<file path="src/sv/nps_pkg.sv">
// Shared constants, types and codes of the priority scheduler.
`default_nettype none

package nps_pkg;

   // Table capacity and derived widths
   localparam int MAX_TASKS = 16;
   localparam int IDX_W     = (MAX_TASKS > 1) ? $clog2(MAX_TASKS) : 1;
   localparam int CNT_W     = $clog2(MAX_TASKS + 1);

   // Field widths
   localparam int ID_W     = 16;
   localparam int BURST_W  = 16;
   localparam int ARRIVE_W = 16;
   localparam int PRIO_W   = 8;
   localparam int TIME_W   = 32;

   localparam int REQ_DATA_W = 56;
   localparam int RSP_DATA_W = 48;

   // Item kinds on the request tuser
   localparam logic KIND_LOAD  = 1'b0;
   localparam logic KIND_START = 1'b1;

   // One task table entry, id in the lowest bits
   typedef struct packed {
      logic [PRIO_W-1:0]   prio;
      logic [ARRIVE_W-1:0] arrival;
      logic [BURST_W-1:0]  burst;
      logic [ID_W-1:0]     id;
   } entry_type;

   // Sequencer states
   typedef enum logic [2:0] {
      ST_IDLE   = 3'b001,
      ST_SCAN   = 3'b010,
      ST_DECIDE = 3'b100
   } state_type;

   // Control from the sequencer to the selection unit
   typedef struct packed {
      logic             clear;
      logic             valid;
      logic             pending;
      logic [IDX_W-1:0] idx;
   } scan_ctl_type;

   // Outcome of one table scan
   typedef struct packed {
      logic                found;
      logic [IDX_W-1:0]    best_idx;
      logic [PRIO_W-1:0]   best_prio;
      logic [ID_W-1:0]     best_id;
      logic [BURST_W-1:0]  best_burst;
      logic [ARRIVE_W-1:0] earliest;
   } sel_type;

endpackage

`default_nettype wire

</file>
<file path="src/sv/nonpreemptive_priority_scheduler.sv">
// Top level of the non-preemptive priority scheduler.
//
//  port group  | dir | tdata (low bit up)                          | side band
//  req_*       | in  | task_id, burst_time, arrival_time, task_prio | tuser = kind
//  rsp_*       | out | done_id, finish_time                         | tlast = last
//
// A load writes the next table entry; a start walks the task table in RAM once per round
// (one RAM read a cycle, then the registered read, then the decision).
// A round in which nothing has arrived moves time to the earliest arrival and
// costs one more walk. Reset clears the pending bits, task count and time; the
// table RAM is not cleared. The decision stalls while the result register is full.
`default_nettype none

module nonpreemptive_priority_scheduler
   import nps_pkg::*;
(
   input  wire logic                  clock,
   input  wire logic                  reset,
   input  wire logic                  req_tvalid,
   output logic                       req_tready,
   // task_id[15:0], burst_time[31:16], arrival_time[47:32], task_priority[55:48]
   input  wire logic [REQ_DATA_W-1:0] req_tdata,
   // kind[0]
   input  wire logic                  req_tuser,
   output logic                       rsp_tvalid,
   input  wire logic                  rsp_tready,
   // done_id[15:0], finish_time[47:16]
   output logic [RSP_DATA_W-1:0]      rsp_tdata,
   output logic                       rsp_tlast
);

   state_type            state_ff, state_in;
   logic [CNT_W-1:0]     count_ff, count_in;
   logic [CNT_W-1:0]     left_ff, left_in;
   logic [CNT_W-1:0]     issue_ff, issue_in;
   logic [MAX_TASKS-1:0] pending_ff, pending_in;
   logic [TIME_W-1:0]    time_ff, time_in;
   logic                 rd_valid_ff, rd_valid_in;
   logic [IDX_W-1:0]     rd_idx_ff, rd_idx_in;
   logic                 rsp_valid_ff, rsp_valid_in;
   logic [ID_W-1:0]      rsp_id_ff, rsp_id_in;
   logic [TIME_W-1:0]    rsp_time_ff, rsp_time_in;
   logic                 rsp_last_ff, rsp_last_in;

   logic                 req_transfer;
   logic                 rsp_load;
   logic                 slot_free;
   logic                 wr_en;
   logic                 rd_en;
   entry_type            wr_entry;
   entry_type            rd_entry;
   scan_ctl_type         scan_ctl;
   logic                 scan_clear;
   sel_type              sel;
   logic [TIME_W:0]      finish_sum;
   logic [TIME_W-1:0]    finish_sat;

   assign req_tready   = (state_ff == ST_IDLE);
   assign req_transfer = req_tvalid && req_tready;
   assign slot_free    = !rsp_valid_ff || rsp_tready;

   // Pack the request fields into a table entry
   assign wr_entry.id      = req_tdata[15:0];
   assign wr_entry.burst   = req_tdata[31:16];
   assign wr_entry.arrival = req_tdata[47:32];
   assign wr_entry.prio    = req_tdata[55:48];

   // Saturating finish time of the winner
   assign finish_sum = {1'b0, time_ff} + {{(TIME_W+1-BURST_W){1'b0}}, sel.best_burst};
   assign finish_sat = finish_sum[TIME_W] ? {TIME_W{1'b1}} : finish_sum[TIME_W-1:0];

   nps_ram #(
      .WIDTH ($bits(entry_type)),
      .DEPTH (MAX_TASKS)
   ) u_table (
      .clock   (clock),
      .wr_en   (wr_en),
      .wr_addr (count_ff[IDX_W-1:0]),
      .wr_data (wr_entry),
      .rd_en   (rd_en),
      .rd_addr (issue_ff[IDX_W-1:0]),
      .rd_data (rd_entry)
   );

   assign scan_ctl.clear   = scan_clear;
   assign scan_ctl.valid   = rd_valid_ff;
   assign scan_ctl.pending = pending_ff[rd_idx_ff];
   assign scan_ctl.idx     = rd_idx_ff;

   nps_select u_select (
      .clock        (clock),
      .reset        (reset),
      .scan_ctl     (scan_ctl),
      .rd_entry     (rd_entry),
      .current_time (time_ff),
      .sel          (sel)
   );

   // Sequencer: load, walk the table, decide and emit
   always_comb begin
      state_in    = state_ff;
      count_in    = count_ff;
      left_in     = left_ff;
      issue_in    = issue_ff;
      pending_in  = pending_ff;
      time_in     = time_ff;
      rd_valid_in = 1'b0;
      rd_idx_in   = rd_idx_ff;
      wr_en       = 1'b0;
      rd_en       = 1'b0;
      scan_clear  = 1'b0;
      rsp_load    = 1'b0;
      rsp_id_in   = rsp_id_ff;
      rsp_time_in = rsp_time_ff;
      rsp_last_in = rsp_last_ff;
      unique case (state_ff)
         ST_IDLE: begin
            if (req_transfer) begin
               if (req_tuser == KIND_LOAD) begin
                  // drop the load when the table is full
                  if (count_ff < CNT_W'(MAX_TASKS)) begin
                     wr_en                            = 1'b1;
                     pending_in[count_ff[IDX_W-1:0]]  = 1'b1;
                     count_in                         = count_ff + 1'b1;
                  end
               end else begin
                  time_in = '0;
                  if (count_ff != '0) begin
                     left_in    = count_ff;
                     issue_in   = '0;
                     scan_clear = 1'b1;
                     state_in   = ST_SCAN;
                  end
               end
            end
         end
         ST_SCAN: begin
            if (issue_ff < count_ff) begin
               rd_en       = 1'b1;
               rd_valid_in = 1'b1;
               rd_idx_in   = issue_ff[IDX_W-1:0];
               issue_in    = issue_ff + 1'b1;
            end else if (!rd_valid_ff) begin
               state_in = ST_DECIDE;
            end
         end
         ST_DECIDE: begin
            if (!sel.found) begin
               // nothing ready: jump to the earliest arrival and rescan
               time_in    = {{(TIME_W-ARRIVE_W){1'b0}}, sel.earliest};
               issue_in   = '0;
               scan_clear = 1'b1;
               state_in   = ST_SCAN;
            end else if (slot_free) begin
               rsp_load                = 1'b1;
               rsp_id_in               = sel.best_id;
               rsp_time_in             = finish_sat;
               rsp_last_in             = (left_ff == CNT_W'(1));
               time_in                 = finish_sat;
               pending_in[sel.best_idx] = 1'b0;
               left_in                 = left_ff - 1'b1;
               if (left_ff == CNT_W'(1)) begin
                  // run complete: empty the table
                  pending_in = '0;
                  count_in   = '0;
                  state_in   = ST_IDLE;
               end else begin
                  issue_in   = '0;
                  scan_clear = 1'b1;
                  state_in   = ST_SCAN;
               end
            end
         end
         default: begin
            state_in = ST_IDLE;
         end
      endcase
   end

   // Result register: load on a decision, drop on a transfer
   always_comb begin
      rsp_valid_in = rsp_valid_ff && !rsp_tready;
      if (rsp_load) begin
         rsp_valid_in = 1'b1;
      end
   end

   always_ff @(posedge clock) begin
      if (reset) begin
         state_ff     <= ST_IDLE;
         count_ff     <= '0;
         left_ff      <= '0;
         issue_ff     <= '0;
         pending_ff   <= '0;
         time_ff      <= '0;
         rd_valid_ff  <= 1'b0;
         rsp_valid_ff <= 1'b0;
      end else begin
         state_ff     <= state_in;
         count_ff     <= count_in;
         left_ff      <= left_in;
         issue_ff     <= issue_in;
         pending_ff   <= pending_in;
         time_ff      <= time_in;
         rd_valid_ff  <= rd_valid_in;
         rsp_valid_ff <= rsp_valid_in;
      end
      rd_idx_ff   <= rd_idx_in;
      rsp_id_ff   <= rsp_id_in;
      rsp_time_ff <= rsp_time_in;
      rsp_last_ff <= rsp_last_in;
   end

   assign rsp_tvalid = rsp_valid_ff;
   assign rsp_tdata  = {rsp_time_ff, rsp_id_ff};
   assign rsp_tlast  = rsp_last_ff;

   // Checks on the sequencer
   a_count_bound: assert property (@(posedge clock) disable iff (reset)
      count_ff <= CNT_W'(MAX_TASKS))
      else $error("task count beyond capacity");

   a_issue_bound: assert property (@(posedge clock) disable iff (reset)
      (state_ff == ST_SCAN) |-> (issue_ff <= count_ff))
      else $error("scan read beyond loaded entries");

   a_busy_left: assert property (@(posedge clock) disable iff (reset)
      (state_ff != ST_IDLE) |-> (left_ff != '0))
      else $error("run active with no task left");

   a_last_empties: assert property (@(posedge clock) disable iff (reset)
      (rsp_load && rsp_last_in) |=> ((count_ff == '0) && (pending_ff == '0)))
      else $error("table not emptied after final completion");

   a_win_pending: assert property (@(posedge clock) disable iff (reset)
      (state_ff == ST_DECIDE && sel.found) |-> pending_ff[sel.best_idx])
      else $error("winner is not a pending entry");

endmodule

`default_nettype wire

</file>
<file path="src/sv/nps_ram.sv">
// Generic simple dual-port RAM with registered read.
`default_nettype none

module nps_ram #(
   parameter int WIDTH = 8,
   parameter int DEPTH = 16
) (
   input  wire logic                                      clock,
   input  wire logic                                      wr_en,
   input  wire logic [((DEPTH > 1) ? $clog2(DEPTH) : 1)-1:0] wr_addr,
   input  wire logic [WIDTH-1:0]                          wr_data,
   input  wire logic                                      rd_en,
   input  wire logic [((DEPTH > 1) ? $clog2(DEPTH) : 1)-1:0] rd_addr,
   output logic      [WIDTH-1:0]                          rd_data
);

   logic [WIDTH-1:0] mem_ff [DEPTH];

   // Write and registered read
   always_ff @(posedge clock) begin
      if (wr_en) begin
         mem_ff[wr_addr] <= wr_data;
      end
      if (rd_en) begin
         rd_data <= mem_ff[rd_addr];
      end
   end

endmodule

`default_nettype wire

</file>
<file path="src/sv/nps_select.sv">
// Selection unit: folds the scanned table entries into the round winner.
`default_nettype none

module nps_select
   import nps_pkg::*;
(
   input  wire logic              clock,
   input  wire logic              reset,
   input  wire scan_ctl_type      scan_ctl,
   input  wire entry_type         rd_entry,
   input  wire logic [TIME_W-1:0] current_time,
   output sel_type                sel
);

   sel_type sel_ff, sel_in;
   logic    arrived;

   assign arrived = ({{(TIME_W-ARRIVE_W){1'b0}}, rd_entry.arrival} <= current_time);

   // Keep the best arrived entry and the earliest pending arrival
   always_comb begin
      sel_in = sel_ff;
      if (scan_ctl.clear) begin
         sel_in.found    = 1'b0;
         sel_in.earliest = '1;
      end else if (scan_ctl.valid && scan_ctl.pending) begin
         if (arrived) begin
            if (!sel_ff.found || (rd_entry.prio > sel_ff.best_prio)) begin
               sel_in.found      = 1'b1;
               sel_in.best_idx   = scan_ctl.idx;
               sel_in.best_prio  = rd_entry.prio;
               sel_in.best_id    = rd_entry.id;
               sel_in.best_burst = rd_entry.burst;
            end
         end else if (rd_entry.arrival < sel_ff.earliest) begin
            sel_in.earliest = rd_entry.arrival;
         end
      end
   end

   always_ff @(posedge clock) begin
      if (reset) begin
         sel_ff <= '0;
      end else begin
         sel_ff <= sel_in;
      end
   end

   assign sel = sel_ff;

endmodule

`default_nettype wire

</file>
<file path="config.mk">
export PLATFORM = sky130hd
export DESIGN_NAME = nonpreemptive_priority_scheduler
export DESIGN_NICKNAME = d
export VERILOG_FILES = /design/src/sv/nps_pkg.sv /design/src/sv/nonpreemptive_priority_scheduler.sv /design/src/sv/nps_ram.sv /design/src/sv/nps_select.sv
export SDC_FILE = /design/constraint.sdc
export NUM_CORES = 1
export LEC_CHECK = 0
export BUFFER_PORTS_ARGS = -buffer_cell sky130_fd_sc_hd__buf_2
export CORE_UTILIZATION = 55
export CTS_CLUSTER_DIAMETER = 40
export DETAILED_ROUTE_END_ITERATION = 10
export PLACE_DENSITY_LB_ADDON = 0.12
export SLEW_MARGIN = 20
export SYNTH_ARGS = -nofsm -noshare
export SYNTH_HDL_FRONTEND = slang
export SYNTH_SLANG_ARGS = --single-unit
</file>
<file path="constraint.sdc">
create_clock -name clock -period 5.44 [get_ports clock]
set_input_delay 0 -clock clock [delete_from_list [all_inputs] [get_ports clock]]
set_output_delay 0 -clock clock [all_outputs]
set_load 0.05 [all_outputs]
</file>
==> results of run 1 <==
per-layer routing:
| layer | GRT usage | vias to the layer above | part of all wire | wire length [um] |
|---|---|---|---|---|
| li1 | - | 10187 | - | - |
| met1 | 0.383 | 12464 | 0.44 | 45400 |
| met2 | 0.401 | 988 | 0.48 | 49900 |
| met3 | 0.0412 | 159 | 0.069 | 7170 |
| met4 | 0.0644 | 2 | 0.018 | 1840 |
| met5 | 0 | - | 0.00012 | 13 |
kinds of logic after synthesis:
logic type | Yosys count | share of synthesized area
xor gates and xnor gates | 25 | 0.00485
DFF | 1134 | 0.726
and+or+nand+nor | 361 | 0.0394
adders and majority gates | 67 | 0.0187
muxes | 350 | 0.155
AOI/OAI and AO/OA | 263 | 0.0379
buffers and inverters | 186 | 0.0183
power by group through the flow:
stage / registers, mW / clock network, mW / logic [mW]
floorplan: 9.96 / 0 / 2.47
detailed placement: 10.1 / 0 / 3.18
CTS: 9.92 / 9.19 / 3.23
global route: 9.94 / 9.52 / 3.43
global placement: 10.1 / 0 / 3.15
finish: 9.92 / 9.06 / 3.19
metrics by stage:
step	power [mW]	setup WS (ns)
6_report	22.2	2.01
5_1_grt	22.9	1.68
4_1_cts	22.3	2.05
3_5_place_dp	13.3	2.09
3_3_place_gp	13.2	2.12
2_1_floorplan	12.4	1.20
worst max-delay path by stage:
stage | start | end | slack [ns] | depth (start not counted)
5_1_grt | state_ff[2] | time_ff[10] | 1.68 | 9
4_1_cts | state_ff[2] | time_ff[10] | 2.05 | 9
3_3_place_gp | state_ff[2] | time_ff[10] | 2.12 | 9
6_report | state_ff[2] | time_ff[10] | 2.01 | 9
3_5_place_dp | state_ff[2] | time_ff[10] | 2.09 | 9
2_1_floorplan | state_ff[0] | u_table.mem_ff[1][0] | 1.20 | 7
final cells by class:
cell class | count | share of cell area
Inverter | 72 | 0.00551
Antenna cell | 7 | 0.000336
Tap cell | 1060 | 0.0254
Clock inverter | 100 | 0.0206
Sequential cell | 1134 | 0.628
Multi-Input combinational cell | 1066 | 0.223
Clock buffer | 153 | 0.0680
Timing Repair Buffer | 214 | 0.0296
worst reg2reg max path, stage by stage (launching register included):
cell      delay (ns)
dfxtp_1         0.44
nor3b_1         0.29
buf_4           0.24
nand3_1         0.53
inv_2           0.66
buf_4           0.58
a21oi_1         0.08
or2_2           0.31
nand2b_1        0.14
o211ai_1        0.09
cell usage in the layout (no fill, tap or decap), types with 21 or more instances in the layout:
master / synthesis / routed
edfxtp_1: 1005 / 1005
mux4_2: 280 / 280
nand2_1: 143 / 143
clkbuf_16: 0 / 139
dfxtp_1: 129 / 126
buf_2: 23 / 111
a21oi_1: 96 / 96
mux2i_1: 69 / 69
ha_1: 66 / 66
dlygate4sd3_1: 0 / 61
inv_1: 72 / 56
nand3_1: 52 / 52
o21ai_0: 44 / 44
nor2_1: 43 / 43
nand2b_1: 36 / 36
buf_4: 2 / 35
clkinv_2: 0 / 28
a21o_1: 26 / 26
clkinvlp_4: 0 / 21
flip-flops by register name, indices dropped and copies added, names as in the netlist, 4 cells and up:
| register | count |
|---|---|
| count_ff | 5 |
| rd_idx_ff | 4 |
| time_ff | 32 |
| u_table.rd_data | 56 |
| rsp_id_ff | 16 |
| rsp_time_ff | 32 |
| u_select.sel | 61 |
| pending_ff | 16 |
| u_table.mem_ff | 896 |
| left_ff | 5 |
| issue_ff | 5 |
what timing repair did:
item | CTS | global route
setup endpoints to repair | 0 | 0
endpoints found under the hold margin | 940 | 0
gates resized for setup | 0 | 0
hold buffers | 61 | 0
==> metrics.yaml, run 1 <==
outcome:
  status: "finished, violations left"
  violations: "DRC"
setup_path:
  cp_slowest_stage_delay_ns: 0.66
  r2r-end: "time_ff[10]"
  path_max_fanout: 48
  worstPathRequired_ns: 6.05
  cpMaxStageDelayCell: "inv_2"
  critPathKind: "reg -> reg"
  r2r.worst_path.cells: 9
  worst-endpoint-arrival_ns: 4.04
  critPathLaunchType: "flip-flop"
  reg2reg_slack_ns: 2.01
  endpoint_kind: "flip-flop"
  critical_path.top_delay_family: "buffers and inverters"
  path_cells: "nor3b_1, buf_4, nand3_1, inv_2, buf_4, a21oi_1, or2_2, nand2b_1, o211ai_1"
  rr_startpoint: "state_ff[2]"
  critPathBufInv: 3
  cpMostUsedCell: "buf_4"
logic_synthesis:
  synth_edf_count: 1005
  yosysMostFrequentCell: "edfxtp_1"
  synth_top_flop_cell: "edfxtp_1"
  synthTopCellsByArea: "edfxtp_1, mux4_2, dfxtp_1"
  ys_types: 80
  async_flop_share: 0
  netlist_area_um2: 45100
  synth_common_cells: "edfxtp_1, mux4_2, nand2_1, dfxtp_1, a21oi_1"
  synth_top_cell_area_share: 0.668
  ys_ff_latch: 1134
  synth_top_area_cell: "edfxtp_1"
  synth_area_per_cell_um2: 18.9
  synth-seq-area-share: 0.726
  synthCells: 2386
  synth_warnings: 0
  synth.net_count: 2514
clock_tree:
  clk_path_buf_depth: 3
  cts_sinks: 1134
  root_buffer: "clkbuf_16"
  htree_levels: 4
  clk_pin_slew_ns: 0.06
  clock_latency_ns: 0.73
  cts_tree: "built"
  numCtsBuffers: 138
  postCtsSetupRepairBufs: 0
layout:
  post-route-util: 0.645
  multiInputGateArea_um2: 11600
  fin_area_um2: 52200
  fin_nets: 2754
  regArea_um2: 32800
  fillers: 5474
  instances_no_fill: 3806
  syn_to_final_growth_pct: 15.6
  drive_gt1_frac: 0.258
floorplan:
  ioPinCount: 112
  dieHeight_um: 289
  start_util: 0.558
  coreArea_um2: 80900
  rows: 104
  dieWidth_um: 289
  dieArea_um2: 83200
global_routing:
  antenna_found_initial: 9
  grt_pass1_vias: 23870
  overflow: 0
  grt_max_degree: 141
  grt_usage: 0.257
  grt_pass1_wl_um: 155000
drt:
  ant_nets: 0
  vias: 23800
  drc_errors: 24
  avgViaCountPerCell: 6.25
  first_iter_violations: 2395
  wl_um: 104000
  avgRoutedWirePerCell_um: 27.4
  dr.pass1.iters: 10
pwr:
  leakagePower_nw: 17.3
  vdd_drop_max_v: 0.000343
  combPwrFrac: 0.144
  power_frac_clock: 0.409
  power.internal_mw: 16.7
  pwr-share-seq: 0.447
  p_switching_mw: 5.43
  switching_share: 0.245
  p_per_area_nw_per_um2: 425
sta:
  period_share: 0.630
  whs_ns: 0.205
  tns_ns: 0
  slew_headroom: 0.264
  worst-slew-pin-transition_ns: 1.10
  setup_violations: 0
  fin_skew_ns: 0.0371
  hold_viol: 0
  slew_violations: 0
  period_needed_ns: 3.43
  rsz0062_at_grt: "no"
  fmax_mhz: 292
min_path:
  worst_hold_startpoint: "req_tdata[34]"
  hold_path_depth: 2
  whs_endpoint: "u_table.mem_ff[7][34]"
  hp-class: "in -> reg"
place:
  numPortBuffers: 111
  dp.final_hpwl_um: 60600
  placed_area_um2: 46900
  place.gp.congestion: 0.901
  dp.cells: 3485
run:
  drv_cap: 0
(Power assumes the default switching activity.)
==> run 2, diff against run 1 <==
clock period = 3.6 ns   (was 5.44 ns; I/O delays follow)
==> metrics.yaml, run 2 (synthesized netlist as in run 1, its figures left out) <==
outcome:
  status: "finished, violations left"
  violations: "DRC"
drt:
  first_iter_violations: 2145
  vias: 23567
  drc_errors: 20
  wl_um: 104000
  avgViaCountPerCell: 6.13
  avgRoutedWirePerCell_um: 27.0
  dr.pass1.iters: 9
  ant_nets: 0
clock_tree:
  clock_latency_ns: 0.74
  clk_path_buf_depth: 3
  ctsHoldBuffers: 62
  root_buffer: "clkbuf_16"
  postCtsSetupRepairBufs: 0
  cts_tree: "built"
  clk_pin_slew_ns: 0.06
  htree_levels: 4
  cts_sinks: 1134
  ctsResizeCount: 0
  numCtsBuffers: 142
layout:
  layout_commonest_cell: "edfxtp_1"
  top_register: "u_table.mem_ff"
  regArea_um2: 32800
  drive_gt1_frac: 0.268
  fin_nets: 2796
  layout_common_cells: "edfxtp_1, mux4_2, clkbuf_16, nand2_1, dfxtp_1"
  fillers: 5519
  syn_to_final_growth_pct: 17.4
  post-route-util: 0.655
  multiInputGateArea_um2: 11600
  largest_reg_flops: 896
setup_path:
  critPathBufInv: 4
  worst-endpoint-arrival_ns: 3.72
  endpoint_kind: "flip-flop"
  critPathLaunchType: "flip-flop"
  critPathKind: "reg -> reg"
  worstPathRequired_ns: 3.97
  cpMostUsedCell: "buf_4"
  path_max_fanout: 18
  cp_slowest_stage_delay_ns: 0.72
  critical_path.top_delay_family: "buffers and inverters"
  path_cells: "and2b_1, nand2_2, nor3_2, dlygate4sd3_1, buf_4, nand3_1, clkinv_2, buf_4"
  cpMaxStageDelayCell: "dlygate4sd3_1"
pwr:
  leakagePower_nw: 17.8
  p_per_area_nw_per_um2: 642
  vdd_drop_max_v: 0.000437
global_routing:
  grt_usage: 0.256
  overflow: 0
  antenna_found_initial: 1
  grt_use_met3: 0.0434
  grt_pass1_vias: 23879
  top_usage_layer: "met2"
  met1_usage: 0.371
  grt_pass1_wl_um: 155000
  grt_use_met2: 0.404
  grt_max_degree: 74
floorplan:
  rows: 104
  dieArea_um2: 83200
  coreArea_um2: 80900
  start_util: 0.558
  ioPinCount: 112
  dieWidth_um: 289
  dieHeight_um: 289
place:
  dp.final_hpwl_um: 60200
  dp_slack_ns: 0.652
  numPortBuffers: 111
  place.gp.congestion: 0.900
sta:
  rsz0062_at_grt: "no"
  fin_skew_ns: 0.0355
  fmax_mhz: 298
  setup_violations: 0
  hold_viol: 0
  slew_violations: 0
  period_share: 0.931
  worst-slew-pin-transition_ns: 1.05
  period_needed_ns: 3.35
  slew_headroom: 0.295
  tns_ns: 0
  fin_ws_ns: 0.249
run:
  drv_cap: 0
min_path:
  hp-class: "in -> reg"
-- run 2: final cells by class --
class / instances / area share
Tap cell: 1060 / 0.0250
Timing Repair Buffer: 252 / 0.0419
Clock inverter: 95 / 0.0198
Multi-Input combinational cell: 1066 / 0.219
Clock buffer: 163 / 0.0706
Antenna cell: 1 / 0.0000472
Inverter: 72 / 0.00543
Sequential cell: 1134 / 0.618
-- run 2: per-layer routing --
metal	share of wire	wire length, um	vias up
met2	0.49	50300	832
li1	-	-	10277
met4	0.023	2350	0
met5	0	0	-
met3	0.060	6250	148
met1	0.43	44700	12310
-- run 2: final timing paths --
kind / from / end / slack (ns) / depth (start not counted)
min: req_tdata[37] / u_table.mem_ff[14][37] / 0.19 / 2
min reg2reg: u_select.sel[35] / rsp_id_ff[3] / 0.43 / 0
max reg2reg: state_ff[0] / u_table.mem_ff[15][26] / 0.25 / 8
max: state_ff[0] / u_table.mem_ff[15][26] / 0.25 / 8
-- run 2: stage by stage --
step / area [um2] / cells / hold WS [ns] / power (mW)
after global placement: 47600 / 3520 / 0.362 / 20.2
after CTS: 53000 / 3842 / 0.151 / 34.4
after floorplan: 45200 / 2386 / 0.0989 / 18.8
final: 53000 / 3843 / 0.186 / 34.1
after global routing: 53000 / 3842 / 0.189 / 35.2
after detailed placement: 47600 / 3522 / 0.381 / 20.2
-- run 2: report_power, final --
group	switching, mW	internal, mW
sequential	0.234	14.7
combinational	2.42	2.61
clock	5.48	8.63
